--- config.mk ---
export PLATFORM = sky130hd
export DESIGN_NAME = servo_slew_limiter_pwm
export DESIGN_NICKNAME = d
export VERILOG_FILES = /design/src/ssl_pkg.sv /design/src/servo_slew_limiter_pwm.sv /design/src/ssl_mul.sv /design/src/ssl_cfg.sv /design/src/ssl_core.sv
export SDC_FILE = /design/constraint.sdc
export NUM_CORES = 2
export LEC_CHECK = 0
export ABC_CLOCK_PERIOD_IN_PS = 17350
export BUFFER_PORTS_ARGS = -buffer_cell sky130_fd_sc_hd__buf_2
export CORE_MARGIN = 4
export CORE_UTILIZATION = 35
export CTS_BUF_LIST = sky130_fd_sc_hd__clkbuf_4
export CTS_CLUSTER_DIAMETER = 200
export DETAILED_ROUTE_END_ITERATION = 16
export PLACE_DENSITY_LB_ADDON = 0.08
export SYNTH_ARGS = -nofsm -noshare
export SYNTH_HDL_FRONTEND = slang
export SYNTH_SLANG_ARGS = --single-unit
--- constraint.sdc ---
create_clock -name clk -period 17.35 [get_ports clk]
set_clock_uncertainty 0.05 [all_clocks]
set_input_delay 1.735 -clock clk [delete_from_list [all_inputs] [get_ports clk]]
set_output_delay 1.735 -clock clk [all_outputs]
set_load 0.01 [all_outputs]
--- src/ssl_pkg.sv ---
package ssl_pkg;

    // action codes carried by each input transaction
    typedef enum logic [1:0] {
        ACT_START    = 2'd0,
        ACT_SET_GOAL = 2'd1,
        ACT_TICK     = 2'd2,
        ACT_RAW      = 2'd3
    } ssl_action_t;

    // register indexes on the configuration port
    typedef enum logic [2:0] {
        REG_REST_ANGLE      = 3'd0,
        REG_ANGLE_OFFSET    = 3'd1,
        REG_PWM_SLOPE       = 3'd2,
        REG_PWM_INTERCEPT   = 3'd3,
        REG_REACH_THRESHOLD = 3'd4,
        REG_WAIT_MS         = 3'd5
    } ssl_reg_idx_t;

    // configuration register contents
    typedef struct packed {
        logic signed [18:0] rest_angle;
        logic signed [16:0] angle_offset;
        logic signed [23:0] pwm_slope;
        logic signed [23:0] pwm_intercept;
        logic        [15:0] reach_threshold;
        logic        [7:0]  wait_ms;
    } ssl_cfg_t;

    // request to the shared multiplier
    typedef struct packed {
        logic               en;
        logic signed [27:0] a;
        logic signed [27:0] b;
    } ssl_mul_req_t;

    // goals at or below -998 degrees are ignored
    localparam logic signed [19:0] ANGLE_LIMIT = -20'sd255488;

    // divide by 1000 as multiply by ceil(2^36 / 1000) then shift by 36
    localparam logic [26:0] RECIP_1000  = 27'd68719477;
    localparam logic [25:0] ROUND_HALF  = 26'd500;

    localparam logic [8:0]  ELAPSED_MAX = 9'd256;
    localparam logic [11:0] PWM_MAX     = 12'd4095;

endpackage

--- src/servo_slew_limiter_pwm.sv ---
// Slew-rate limited servo driver. Each transaction carries one action (start, set goal,
// millisecond tick or raw pulse) and gives exactly one result. One signed multiplier is
// shared by a small sequencer for the step size (speed times wait, then divide by 1000
// through a reciprocal) and for the angle to pwm conversion, so the cost of a transaction
// follows how often that multiplier is used. Set goal, raw pulse and a tick that does not
// actuate go straight to the done state, start adds the pwm multiply, a tick that snaps to
// the goal adds the step check too, and a tick that moves one step the reciprocal and move.
// A result waiting in the output register while the output is stalled only holds the
// block when the following transaction is ready to be delivered.
module servo_slew_limiter_pwm
    import ssl_pkg::*;
(
    input  logic               clk,
    input  logic               rst_n,
    input  logic               psel,
    input  logic               penable,
    input  logic               pwrite,
    input  logic [4:0]         paddr,
    input  logic [31:0]        pwdata,
    output logic [31:0]        prdata,
    output logic               pready,
    input  logic               in_valid,
    output logic               in_stall,
    input  logic [1:0]         action,
    input  logic signed [18:0] goal_angle,
    input  logic [17:0]        move_speed,
    input  logic               slow_mode,
    input  logic [11:0]        raw_pulse,
    output logic               out_valid,
    input  logic               out_stall,
    output logic               pwm_write,
    output logic [11:0]        pwm_value,
    output logic signed [18:0] pose_estimate,
    output logic               goal_reached
);

    ssl_cfg_t cfg;

    // configuration registers
    ssl_cfg u_cfg (
        .clk     (clk),
        .rst_n   (rst_n),
        .psel    (psel),
        .penable (penable),
        .pwrite  (pwrite),
        .paddr   (paddr),
        .pwdata  (pwdata),
        .prdata  (prdata),
        .pready  (pready),
        .cfg     (cfg)
    );

    // sequencer, servo state and shared multiplier
    ssl_core u_core (
        .clk           (clk),
        .rst_n         (rst_n),
        .cfg           (cfg),
        .in_valid      (in_valid),
        .in_stall      (in_stall),
        .action        (action),
        .goal_angle    (goal_angle),
        .move_speed    (move_speed),
        .slow_mode     (slow_mode),
        .raw_pulse     (raw_pulse),
        .out_valid     (out_valid),
        .out_stall     (out_stall),
        .pwm_write     (pwm_write),
        .pwm_value     (pwm_value),
        .pose_estimate (pose_estimate),
        .goal_reached  (goal_reached)
    );

endmodule

--- src/ssl_mul.sv ---
module ssl_mul
    import ssl_pkg::*;
(
    input  logic               clk,
    input  ssl_mul_req_t       req,
    output logic signed [55:0] p
);

    logic signed [55:0] p_reg;

    // shared signed multiplier with registered product
    always_ff @(posedge clk)
    begin
        if (req.en)
        begin
            p_reg <= req.a * req.b;
        end
    end

    assign p = p_reg;

endmodule

--- src/ssl_cfg.sv ---
module ssl_cfg
    import ssl_pkg::*;
(
    input  logic        clk,
    input  logic        rst_n,
    input  logic        psel,
    input  logic        penable,
    input  logic        pwrite,
    input  logic [4:0]  paddr,
    input  logic [31:0] pwdata,
    output logic [31:0] prdata,
    output logic        pready,
    output ssl_cfg_t    cfg
);

    ssl_cfg_t     cfg_reg;
    ssl_cfg_t     cfg_next;
    ssl_reg_idx_t reg_idx;
    logic         wr_en;

    assign pready  = 1'b1;
    assign wr_en   = psel && penable && pwrite;
    assign reg_idx = ssl_reg_idx_t'(paddr[4:2]);

    // register write decode
    always_comb
    begin
        cfg_next = cfg_reg;
        if (wr_en)
        begin
            case (reg_idx)
                REG_REST_ANGLE:      cfg_next.rest_angle      = pwdata[18:0];
                REG_ANGLE_OFFSET:    cfg_next.angle_offset    = pwdata[16:0];
                REG_PWM_SLOPE:       cfg_next.pwm_slope       = pwdata[23:0];
                REG_PWM_INTERCEPT:   cfg_next.pwm_intercept   = pwdata[23:0];
                REG_REACH_THRESHOLD: cfg_next.reach_threshold = pwdata[15:0];
                REG_WAIT_MS:         cfg_next.wait_ms         = pwdata[7:0];
                default:             cfg_next = cfg_reg;
            endcase
        end
    end

    always_ff @(posedge clk or negedge rst_n)
    begin
        if (!rst_n)
        begin
            cfg_reg.rest_angle      <= '0;
            cfg_reg.angle_offset    <= '0;
            cfg_reg.pwm_slope       <= '0;
            cfg_reg.pwm_intercept   <= '0;
            cfg_reg.reach_threshold <= 16'd256;
            cfg_reg.wait_ms         <= 8'd10;
        end
        else
        begin
            cfg_reg <= cfg_next;
        end
    end

    // register read mux
    always_comb
    begin
        case (reg_idx)
            REG_REST_ANGLE:      prdata = {13'b0, cfg_reg.rest_angle};
            REG_ANGLE_OFFSET:    prdata = {15'b0, cfg_reg.angle_offset};
            REG_PWM_SLOPE:       prdata = {8'b0, cfg_reg.pwm_slope};
            REG_PWM_INTERCEPT:   prdata = {8'b0, cfg_reg.pwm_intercept};
            REG_REACH_THRESHOLD: prdata = {16'b0, cfg_reg.reach_threshold};
            REG_WAIT_MS:         prdata = {24'b0, cfg_reg.wait_ms};
            default:             prdata = '0;
        endcase
    end

    assign cfg = cfg_reg;

endmodule

--- src/ssl_core.sv ---
module ssl_core
    import ssl_pkg::*;
(
    input  logic               clk,
    input  logic               rst_n,
    input  ssl_cfg_t           cfg,
    input  logic               in_valid,
    output logic               in_stall,
    input  logic [1:0]         action,
    input  logic signed [18:0] goal_angle,
    input  logic [17:0]        move_speed,
    input  logic               slow_mode,
    input  logic [11:0]        raw_pulse,
    output logic               out_valid,
    input  logic               out_stall,
    output logic               pwm_write,
    output logic [11:0]        pwm_value,
    output logic signed [18:0] pose_estimate,
    output logic               goal_reached
);

    typedef enum logic [5:0] {
        S_IDLE     = 6'b000001,
        S_STEP_MUL = 6'b000010,
        S_RECIP    = 6'b000100,
        S_MOVE     = 6'b001000,
        S_PWM_MUL  = 6'b010000,
        S_DONE     = 6'b100000
    } ssl_state_t;

    typedef enum logic [1:0] {
        PWM_NONE = 2'd0,
        PWM_CALC = 2'd1,
        PWM_RAW  = 2'd2
    } ssl_pwm_sel_t;

    ssl_state_t         state_reg, state_next;
    ssl_pwm_sel_t       pwm_sel_reg, pwm_sel_next;
    logic signed [19:0] current_pose_reg, current_pose_next;
    logic signed [19:0] goal_pose_reg, goal_pose_next;
    logic [17:0]        speed_reg, speed_next;
    logic               calibrating_reg, calibrating_next;
    logic               slow_mode_reg, slow_mode_next;
    logic [8:0]         elapsed_ms_reg, elapsed_ms_next;
    logic [11:0]        raw_reg, raw_next;
    logic               out_valid_reg, out_valid_next;
    logic               pwm_write_reg, pwm_write_next;
    logic [11:0]        pwm_value_reg, pwm_value_next;
    logic signed [18:0] pose_estimate_reg, pose_estimate_next;
    logic               goal_reached_reg, goal_reached_next;

    ssl_mul_req_t       mul_req;
    logic signed [55:0] mul_p;

    logic               accept;
    logic signed [20:0] offset_ext;
    logic signed [19:0] start_pose;
    logic signed [19:0] goal_ext;
    logic signed [19:0] new_goal;
    logic signed [20:0] pose_diff;
    logic [20:0]        pose_dist;
    logic               near;
    logic [8:0]         elapsed_inc;
    logic               tick_due;
    logic [16:0]        step;
    logic signed [20:0] step_signed;
    logic signed [20:0] moved;
    logic signed [19:0] moved_sat;
    logic signed [44:0] pwm_acc;
    logic [44:0]        pwm_round;
    logic [20:0]        pwm_count;
    logic [11:0]        pwm_calc;
    logic signed [20:0] est_wide;
    logic signed [18:0] est_sat;

    ssl_mul u_mul (
        .clk (clk),
        .req (mul_req),
        .p   (mul_p)
    );

    assign in_stall = (state_reg != S_IDLE);
    assign accept   = in_valid && !in_stall;

    // pose arithmetic shared by several states
    assign offset_ext = {{4{cfg.angle_offset[16]}}, cfg.angle_offset};
    assign start_pose = {cfg.rest_angle[18], cfg.rest_angle} + offset_ext[19:0];
    assign goal_ext   = {goal_angle[18], goal_angle};
    assign new_goal   = goal_ext + offset_ext[19:0];

    assign pose_diff = {current_pose_reg[19], current_pose_reg}
                     - {goal_pose_reg[19], goal_pose_reg};
    assign pose_dist = pose_diff[20] ? 21'(-pose_diff) : 21'(pose_diff);
    assign near      = pose_dist < {5'b0, cfg.reach_threshold};

    // millisecond count, saturating
    assign elapsed_inc = (elapsed_ms_reg < ELAPSED_MAX) ? elapsed_ms_reg + 9'd1
                                                        : elapsed_ms_reg;
    assign tick_due = !calibrating_reg
                   && ((elapsed_inc > {1'b0, cfg.wait_ms}) || !slow_mode_reg)
                   && (goal_pose_reg > ANGLE_LIMIT);

    // one step toward the goal, upward when already there
    assign step        = mul_p[52:36];
    assign step_signed = (!pose_diff[20] && (pose_diff != 21'sd0))
                       ? -$signed({4'b0, step}) : $signed({4'b0, step});
    assign moved       = {current_pose_reg[19], current_pose_reg} + step_signed;
    assign moved_sat   = (moved[20] != moved[19])
                       ? (moved[20] ? 20'sh80000 : 20'sh7FFFF) : moved[19:0];

    // pwm count from product: round half up, saturate to 0..4095
    assign pwm_acc   = $signed(mul_p[44:0])
                     + $signed({{5{cfg.pwm_intercept[23]}}, cfg.pwm_intercept, 16'b0});
    assign pwm_round = pwm_acc + 45'd8388608;
    assign pwm_count = pwm_round[44:24];
    assign pwm_calc  = pwm_acc[44] ? 12'd0
                     : ((pwm_count > {9'b0, PWM_MAX}) ? PWM_MAX : pwm_count[11:0]);

    // pose estimate without offset, saturated to 19 bits
    assign est_wide = {current_pose_reg[19], current_pose_reg} - offset_ext;
    assign est_sat  = ((est_wide[20:18] == 3'b000) || (est_wide[20:18] == 3'b111))
                    ? est_wide[18:0]
                    : (est_wide[20] ? 19'sh40000 : 19'sh3FFFF);

    // sequencer and state update
    always_comb
    begin
        state_next         = state_reg;
        pwm_sel_next       = pwm_sel_reg;
        current_pose_next  = current_pose_reg;
        goal_pose_next     = goal_pose_reg;
        speed_next         = speed_reg;
        calibrating_next   = calibrating_reg;
        slow_mode_next     = slow_mode_reg;
        elapsed_ms_next    = elapsed_ms_reg;
        raw_next           = raw_reg;
        out_valid_next     = out_valid_reg && out_stall;
        pwm_write_next     = pwm_write_reg;
        pwm_value_next     = pwm_value_reg;
        pose_estimate_next = pose_estimate_reg;
        goal_reached_next  = goal_reached_reg;
        mul_req.en         = 1'b0;
        mul_req.a          = '0;
        mul_req.b          = '0;

        case (state_reg)
            S_IDLE:
            begin
                if (accept)
                begin
                    case (ssl_action_t'(action))
                        ACT_START:
                        begin
                            goal_pose_next    = start_pose;
                            current_pose_next = start_pose;
                            elapsed_ms_next   = '0;
                            pwm_sel_next      = PWM_CALC;
                            state_next        = S_PWM_MUL;
                        end
                        ACT_SET_GOAL:
                        begin
                            calibrating_next = 1'b0;
                            slow_mode_next   = slow_mode;
                            if (goal_ext > ANGLE_LIMIT)
                            begin
                                goal_pose_next = new_goal;
                                speed_next     = move_speed;
                            end
                            pwm_sel_next = PWM_NONE;
                            state_next   = S_DONE;
                        end
                        ACT_TICK:
                        begin
                            if (tick_due)
                            begin
                                elapsed_ms_next = '0;
                                pwm_sel_next    = PWM_CALC;
                                state_next      = S_STEP_MUL;
                            end
                            else
                            begin
                                elapsed_ms_next = elapsed_inc;
                                pwm_sel_next    = PWM_NONE;
                                state_next      = S_DONE;
                            end
                        end
                        ACT_RAW:
                        begin
                            calibrating_next = 1'b1;
                            raw_next         = raw_pulse;
                            pwm_sel_next     = PWM_RAW;
                            state_next       = S_DONE;
                        end
                        default:
                        begin
                            state_next = S_IDLE;
                        end
                    endcase
                end
            end
            S_STEP_MUL:
            begin
                if (near)
                begin
                    current_pose_next = goal_pose_reg;
                    state_next        = S_PWM_MUL;
                end
                else
                begin
                    mul_req.en = 1'b1;
                    mul_req.a  = $signed({10'b0, speed_reg});
                    mul_req.b  = $signed({20'b0, cfg.wait_ms});
                    state_next = S_RECIP;
                end
            end
            S_RECIP:
            begin
                mul_req.en = 1'b1;
                mul_req.a  = $signed({2'b0, mul_p[25:0] + ROUND_HALF});
                mul_req.b  = $signed({1'b0, RECIP_1000});
                state_next = S_MOVE;
            end
            S_MOVE:
            begin
                current_pose_next = moved_sat;
                state_next        = S_PWM_MUL;
            end
            S_PWM_MUL:
            begin
                mul_req.en = 1'b1;
                mul_req.a  = $signed({{8{current_pose_reg[19]}}, current_pose_reg});
                mul_req.b  = $signed({{4{cfg.pwm_slope[23]}}, cfg.pwm_slope});
                state_next = S_DONE;
            end
            S_DONE:
            begin
                if (!out_valid_reg || !out_stall)
                begin
                    out_valid_next     = 1'b1;
                    pwm_write_next     = (pwm_sel_reg != PWM_NONE);
                    case (pwm_sel_reg)
                        PWM_CALC: pwm_value_next = pwm_calc;
                        PWM_RAW:  pwm_value_next = raw_reg;
                        default:  pwm_value_next = '0;
                    endcase
                    pose_estimate_next = est_sat;
                    goal_reached_next  = near;
                    state_next         = S_IDLE;
                end
            end
            default:
            begin
                state_next = S_IDLE;
            end
        endcase
    end

    // control state
    always_ff @(posedge clk or negedge rst_n)
    begin
        if (!rst_n)
        begin
            state_reg        <= S_IDLE;
            current_pose_reg <= '0;
            goal_pose_reg    <= '0;
            speed_reg        <= '0;
            calibrating_reg  <= 1'b0;
            slow_mode_reg    <= 1'b0;
            elapsed_ms_reg   <= '0;
            out_valid_reg    <= 1'b0;
        end
        else
        begin
            state_reg        <= state_next;
            current_pose_reg <= current_pose_next;
            goal_pose_reg    <= goal_pose_next;
            speed_reg        <= speed_next;
            calibrating_reg  <= calibrating_next;
            slow_mode_reg    <= slow_mode_next;
            elapsed_ms_reg   <= elapsed_ms_next;
            out_valid_reg    <= out_valid_next;
        end
    end

    // payload registers
    always_ff @(posedge clk)
    begin
        pwm_sel_reg       <= pwm_sel_next;
        raw_reg           <= raw_next;
        pwm_write_reg     <= pwm_write_next;
        pwm_value_reg     <= pwm_value_next;
        pose_estimate_reg <= pose_estimate_next;
        goal_reached_reg  <= goal_reached_next;
    end

    assign out_valid     = out_valid_reg;
    assign pwm_write     = pwm_write_reg;
    assign pwm_value     = pwm_value_reg;
    assign pose_estimate = pose_estimate_reg;
    assign goal_reached  = goal_reached_reg;

    // a new result is only ever loaded from the final state
    a_result_from_done: assert property (
        @(posedge clk) disable iff (!rst_n)
        $rose(out_valid_reg) |-> $past(state_reg == S_DONE)
    ) else $error("result issued outside final state");

    // an accepted transaction makes the block busy
    a_busy_after_accept: assert property (
        @(posedge clk) disable iff (!rst_n)
        accept |=> in_stall
    ) else $error("block not busy after accepting a transaction");

    // pose holds while idle with nothing accepted
    a_pose_holds_idle: assert property (
        @(posedge clk) disable iff (!rst_n)
        (state_reg == S_IDLE) && !accept |=> $stable(current_pose_reg)
    ) else $error("pose changed while idle");

    // no pulse count without a write
    a_no_pwm_without_write: assert property (
        @(posedge clk) disable iff (!rst_n)
        out_valid_reg && !pwm_write_reg |-> (pwm_value_reg == 12'd0)
    ) else $error("pwm value given without a write");

endmodule
; ---- Yosys cells after proc, flatten, opt, wreduce, memory -nomap -nowiden
; Index checks and enable logic that the tools add are counted.
[totals]
ff_bits = 284
in_bits = 96
output_inout_bits = 68
[classes]
reduce_logical = 42
order_cmp = 6
eq_ne = 24
muxes = 32
addsub = 11
multipliers = 1
[ops]
columns = cell, count
row1 = one-hot mux 57 bit (3 select lines), 1
row2 = one-hot mux 24 bit (6 select lines), 1
row3 = two-way mux 20 bit, 6
row4 = one-hot mux 20 bit (3 select lines), 1
row5 = two-way mux 57 bit, 1
row6 = multiplier 28 x 28 -> 53 bit, 1
row7 = adder 45 x 24 -> 45 bit (second input constant), 1
row8 = adder 45 x 40 -> 45 bit, 1
row9 = two-way mux 21 bit, 2
row10 = adder 19 x 17 -> 20 bit, 2
row11 = one-hot mux 20 bit (2 select lines), 1
row12 = two-way mux 19 bit, 2
row13 = one-hot mux 6 bit (6 select lines), 1
row14 = adder 26 x 9 -> 26 bit (second input constant), 1
row15 = two-way mux 12 bit, 2
row16 = one-hot mux 12 bit (2 select lines), 1
row17 = adder 21 bit, 1
row18 = greater-than comparator 21 x 12 -> 1 bit (second input constant), 1
row19 = less-than comparator 21 x 16 -> 1 bit, 1
row20 = negation 17 -> 21 bit, 1
row21 = negation 21 bit, 1
row22 = nonzero test 21 bit, 1
row23 = subtractor 20 x 17 -> 21 bit, 1
row24 = subtractor 20 x 20 -> 21 bit, 1
row25 = 39 further kinds, 83

; ---- Longest topological paths before layout
[logic_depth]
word_depth = 10
depth_mapped = 57
depth_no_buf = 54

; ---- Cells and area by module
; From an unflattened synthesis, not the netlist that was laid out.
[unflattened]
cells_unflattened = 5268
hier_area_um2 = 49822.8
[by_module_without_submodules]
columns = module, area_per_inst_um2, instances, seq_area_each_um2, cells_each
row1 = ssl_mul, 30111.4, 1, 1681.6, 3120
row2 = ssl_core, 14597.8, 1, 3314.4, 1777
row3 = ssl_cfg, 5113.7, 1, 2706.3, 371

; ---- Worst setup path before layout
; OpenSTA, ideal clock, no wires.
[synth_path]
path_kind = register -> register
start = reg u_core.current_pose_reg[9]
end = reg u_core.u_mul.p_reg[47] (netlist: u_core.u_mul.p[47]) (data pin)
setup_slack_ns = 4.947
arrival_ns = 12.094
path_stages_with_launch = 49
setup_ns = 0.258
path_cell_list = dfrtp_1 ha_1 clkbuf_1 a21o_1 a21o_1 a21oi_1 o21ai_0 a21oi_1 o21ai_0 o31ai_1 o21ai_0 xnor2_1 ha_1 a2111o_1 o21ai_0 a21oi_1 o21ai_0 nor2_1 [... 13 more ...] fa_1 inv_1 fa_1 inv_1 fa_1 ha_1 ha_1 and2_1 a31oi_1 o21a_1 o31ai_1 a31oi_1 o21ai_0 a2111oi_0 o31ai_1 a221o_1 a21oi_1 xnor2_1
[synth_via]
elab_chain_cells = 7
[synth_lines]
columns = item, line
row1 = "start, declared", ssl_core.sv:39  ; logic signed [19:0] current_pose_reg, current_pose_next;
row2 = "start signal, assigned", ssl_core.sv:275  ; current_pose_reg <= current_pose_next;
row3 = subtractor 20 x 20 -> 21 bit, ssl_core.sv:92  ; - {goal_pose_reg[19], goal_pose_reg};
row4 = negation 21 bit, ssl_core.sv:93  ; assign pose_dist = pose_diff[20] ? 21'(-pose_diff) : 21'(pose_diff);
row5 = two-way mux 21 bit, ssl_core.sv:93
row6 = less-than comparator 21 x 16 -> 1 bit, ssl_core.sv:94  ; assign near = pose_dist < {5'b0, cfg.reach_threshold};
row7 = two-way mux 57 bit, ssl_core.sv:203  ; if (near)
row8 = one-hot mux 57 bit (3 select lines) (*), ssl_core.sv:146  ; case (state_reg)
row9 = multiplier 28 x 28 -> 53 bit (*), ssl_mul.sv:16  ; p_reg <= req.a * req.b;
row10 = "end signal, assigned", ssl_mul.sv:16
row11 = "end, declared", ssl_mul.sv:9  ; logic signed [55:0] p_reg;
; Mark *: on every way between the ends. The rest lies on a longest branch, timed or not.
; A chain may end at the register's enable or synchronous reset.

; ---- Worst setup path after layout
[layout_path]
start = reg u_core.current_pose_reg[0]
end = reg u_core.u_mul.p_reg[47] (netlist: u_core.u_mul.p[47]) (data pin)
; Same word-level chain as after synthesis.

==> results.cfg <==
[status]
outcome = finished clean

[synth]
yosysTopAreaCell = fa_1
synthCells = 5047
synth_commonest_cells = 916 x inv_1, 783 x fa_1, 582 x nand2_1, 439 x nor2_1, 334 x ha_1
syn_avg_cell_area_um2 = 9.25
syn_area_um2 = 46700
synthFlopType = dfrtp_1
ys_top_cells_by_area = fa_1 34%, dfrtp_1 9.7%, ha_1 9.0%
synth-edff-count = 100
synth_cell_types = 89
async_reset_ff_frac = 0.648
synth.most_common_cell = inv_1
yosysWarningCount = 0
netlist.area_leader.share = 0.336
ys_seq_elements = 284
yosysSeqAreaShare = 0.163

[timing]
hold_viol = 0
setup_violations = 0
fmax_mhz = 63.8
slew_viol_final = 0
post-route-period-util = 0.903
finalWorstPathRequiredPeriod_ps = 15670
worstMarginPinSlew_ps = 1300
rsz0062_at_grt = false
slew_headroom = 0.129
fin_tns_setup_ps = 0
holdWs_ps = 470
setup_ws_ps = 1680

[setup_path]
critPathArrivalTime_ps = 16320
max_stage_delay_ps = 950
slowest_stage = a221o_1
crit_type = flip-flop to flip-flop
r2r_slack_ps = 1680
cp_max_fo = 21
path_delay_family = compound AO/OA/AOI/OAI gates
critical_path.startpoint_type = flip-flop
rr_startpoint = u_core.current_pose_reg[0]
r2r_cells = 55
rr_endpoint = u_core.u_mul.p[47]
critPathRequiredTime_ps = 18010
end_kind = flip-flop
critPathBufInv = 9

[floorplanning]
die_y_um = 373
start_util = 0.354
die_x_um = 373
core-area_um2 = 132000
rows = 133
boundaryPins = 164
design.die.area_um2 = 139000

[clock_network]
clockBufferDepth = 3
cts_hold_buf = 0
ctsResizeCount = 0
htree_num_levels = 3
cts_buffers = 82
cts.sinks = 284
ctsRootBufferMaster = clkbuf_4
postCtsSetupBuffers = 0
insertion_delay_ps = 940
cts_tree = built
clk_pin_slew_ps = 70

[power_and_ir_drop]
cellPowerDensity_nw_per_um2 = 95.9
irDropWorstVdd_mv = 0.0841
leakage_uw = 0.0246
p_total_uw = 4870

[finish]
nets = 6385
area_delta_synth_final_pct = 8.79
drive_gt1_frac = 0.106
nFillCells = 13569
largest_reg_flops = 108

[placed_design]
io_buffers = 144
dp_hpwl_mm = 141
pre_cts_ws_ps = 1720
gp_congestion = 0.912

[grt]
track_usage = 0.250
grt_pass1_vias = 38257
grt_pass1_wl_mm = 258
antenna_found_initial = 14
grt_start_max_net_pins = 118
grt.overflow.total = 0

[min_path]
hold_path_depth = 2
hold_end = u_core.calibrating_reg
hp-class = flip-flop to flip-flop
worstHoldStart = u_core.calibrating_reg

[route]
initialDrtViolationCount = 2816
remaining_drc_errors = 0
viasPerCell = 5.26
first_pass_iters = 5
routed_wl_mm = 173
ant_nets = 0
wl_per_cell_um = 24.8
num_vias = 36835

[job]
drv_cap = 0
[stage by stage]
step                      std cells  cell area, um2  utilization
final                          6998           50800        0.385
after global routing           6998           50800        0.385
after CTS                      6992           50800        0.385
after detailed placement       6843           49700        0.376
after global placement         6843           49700        0.376
after floorplan                5054           46700            -
[layer usage]
layer  wire length [um]  track usage  vias up  share of wire
met5                  0            0        -              0
met4               5610       0.0752        0          0.032
met3              10800       0.0373      209          0.062
met2              80600        0.410     1255           0.47
met1              76300        0.341    18822           0.44
li1                   -            -    16549              -
[worst reg2reg max path, delay by kind of cell, from the launching register on]
kind / cells / cell delay [ps]
buffers and inverters: 9 / 1230
xor gates and xnor gates: 2 / 360
AOI/OAI and AO/OA: 27 / 8010
and+or+nand+nor: 5 / 890
adders and majority gates: 12 / 4450
DFF: 1 / 490
[how the worst max path moves through the flow]
stage | start | end | slack, ps | cells after the start
after floorplan | u_core.current_pose_reg[9] | u_core.u_mul.p[47] | 4950 | 48
final | u_core.current_pose_reg[0] | u_core.u_mul.p[47] | 1680 | 55
after global placement | u_core.current_pose_reg[0] | u_core.u_mul.p[47] | 1810 | 56
after CTS | u_core.current_pose_reg[0] | u_core.u_mul.p[47] | 1620 | 55
after global routing | u_core.current_pose_reg[0] | u_core.u_mul.p[47] | 690 | 55
after detailed placement | u_core.current_pose_reg[0] | u_core.u_mul.p[47] | 1720 | 55
[cell families after synthesis]
kind of cell | after synthesis | share of synthesized area
other | 2 | 0.000161
XOR/XNOR | 218 | 0.0409
adder cells (fa/ha/maj) | 1117 | 0.425
AND/OR/NAND/NOR | 1357 | 0.126
flip-flops | 284 | 0.163
AO/OA/AOI/OAI | 803 | 0.118
multiplexers | 126 | 0.0320
buffers and inverters | 1140 | 0.0939
[cells in the final DEF, fill, tap and decap left out, types with 12 or more instances in the layout]
cell type / count
and2_1: 53
o211ai_1: 18
dfrtp_1: 180
fa_1: 783
mux2_2: 96
a21oi_1: 186
a211oi_1: 41
buf_2: 143
nand4_1: 23
o21a_1: 24
nor2b_1: 28
o21ai_0: 165
or2_2: 12
o31ai_1: 30
nand2b_1: 29
mux2i_1: 21
buf_4: 112
clkbuf_4: 125
xor2_1: 86
edfxtp_1: 100
a21boi_0: 19
a221oi_4: 12
nor2_1: 437
nand3_1: 53
and3_1: 29
a221o_1: 32
ha_1: 334
xnor2_1: 132
nand2_1: 582
o22ai_1: 22
nor4_1: 17
a31oi_1: 31
a21o_1: 68
inv_1: 916
or3_1: 13
nor3_1: 41
clkinv_1: 16
a22oi_1: 22
[area by class of cell]
| type | count | area [um2] | area share |
|---|---|---|---|
| inverter | 918 | 3450 | 0.0679 |
| clock inverter | 24 | 159 | 0.00313 |
| tap | 1755 | 2200 | 0.0432 |
| multi-input combinational | 3630 | 34800 | 0.686 |
| antenna | 6 | 15.0 | 0.000296 |
| clock buffer | 125 | 938 | 0.0185 |
| timing repair buffer | 256 | 1570 | 0.0309 |
| sequential | 284 | 7610 | 0.150 |
[power breakdown]
| group | switching, uW | internal (uW) | leakage (uW) |
|---|---|---|---|
| registers | 259 | 881 | 0.00316 |
| logic | 1910 | 1130 | 0.0208 |
| clock network | 330 | 359 | 0.000648 |
(Power assumes the default switching activity.)
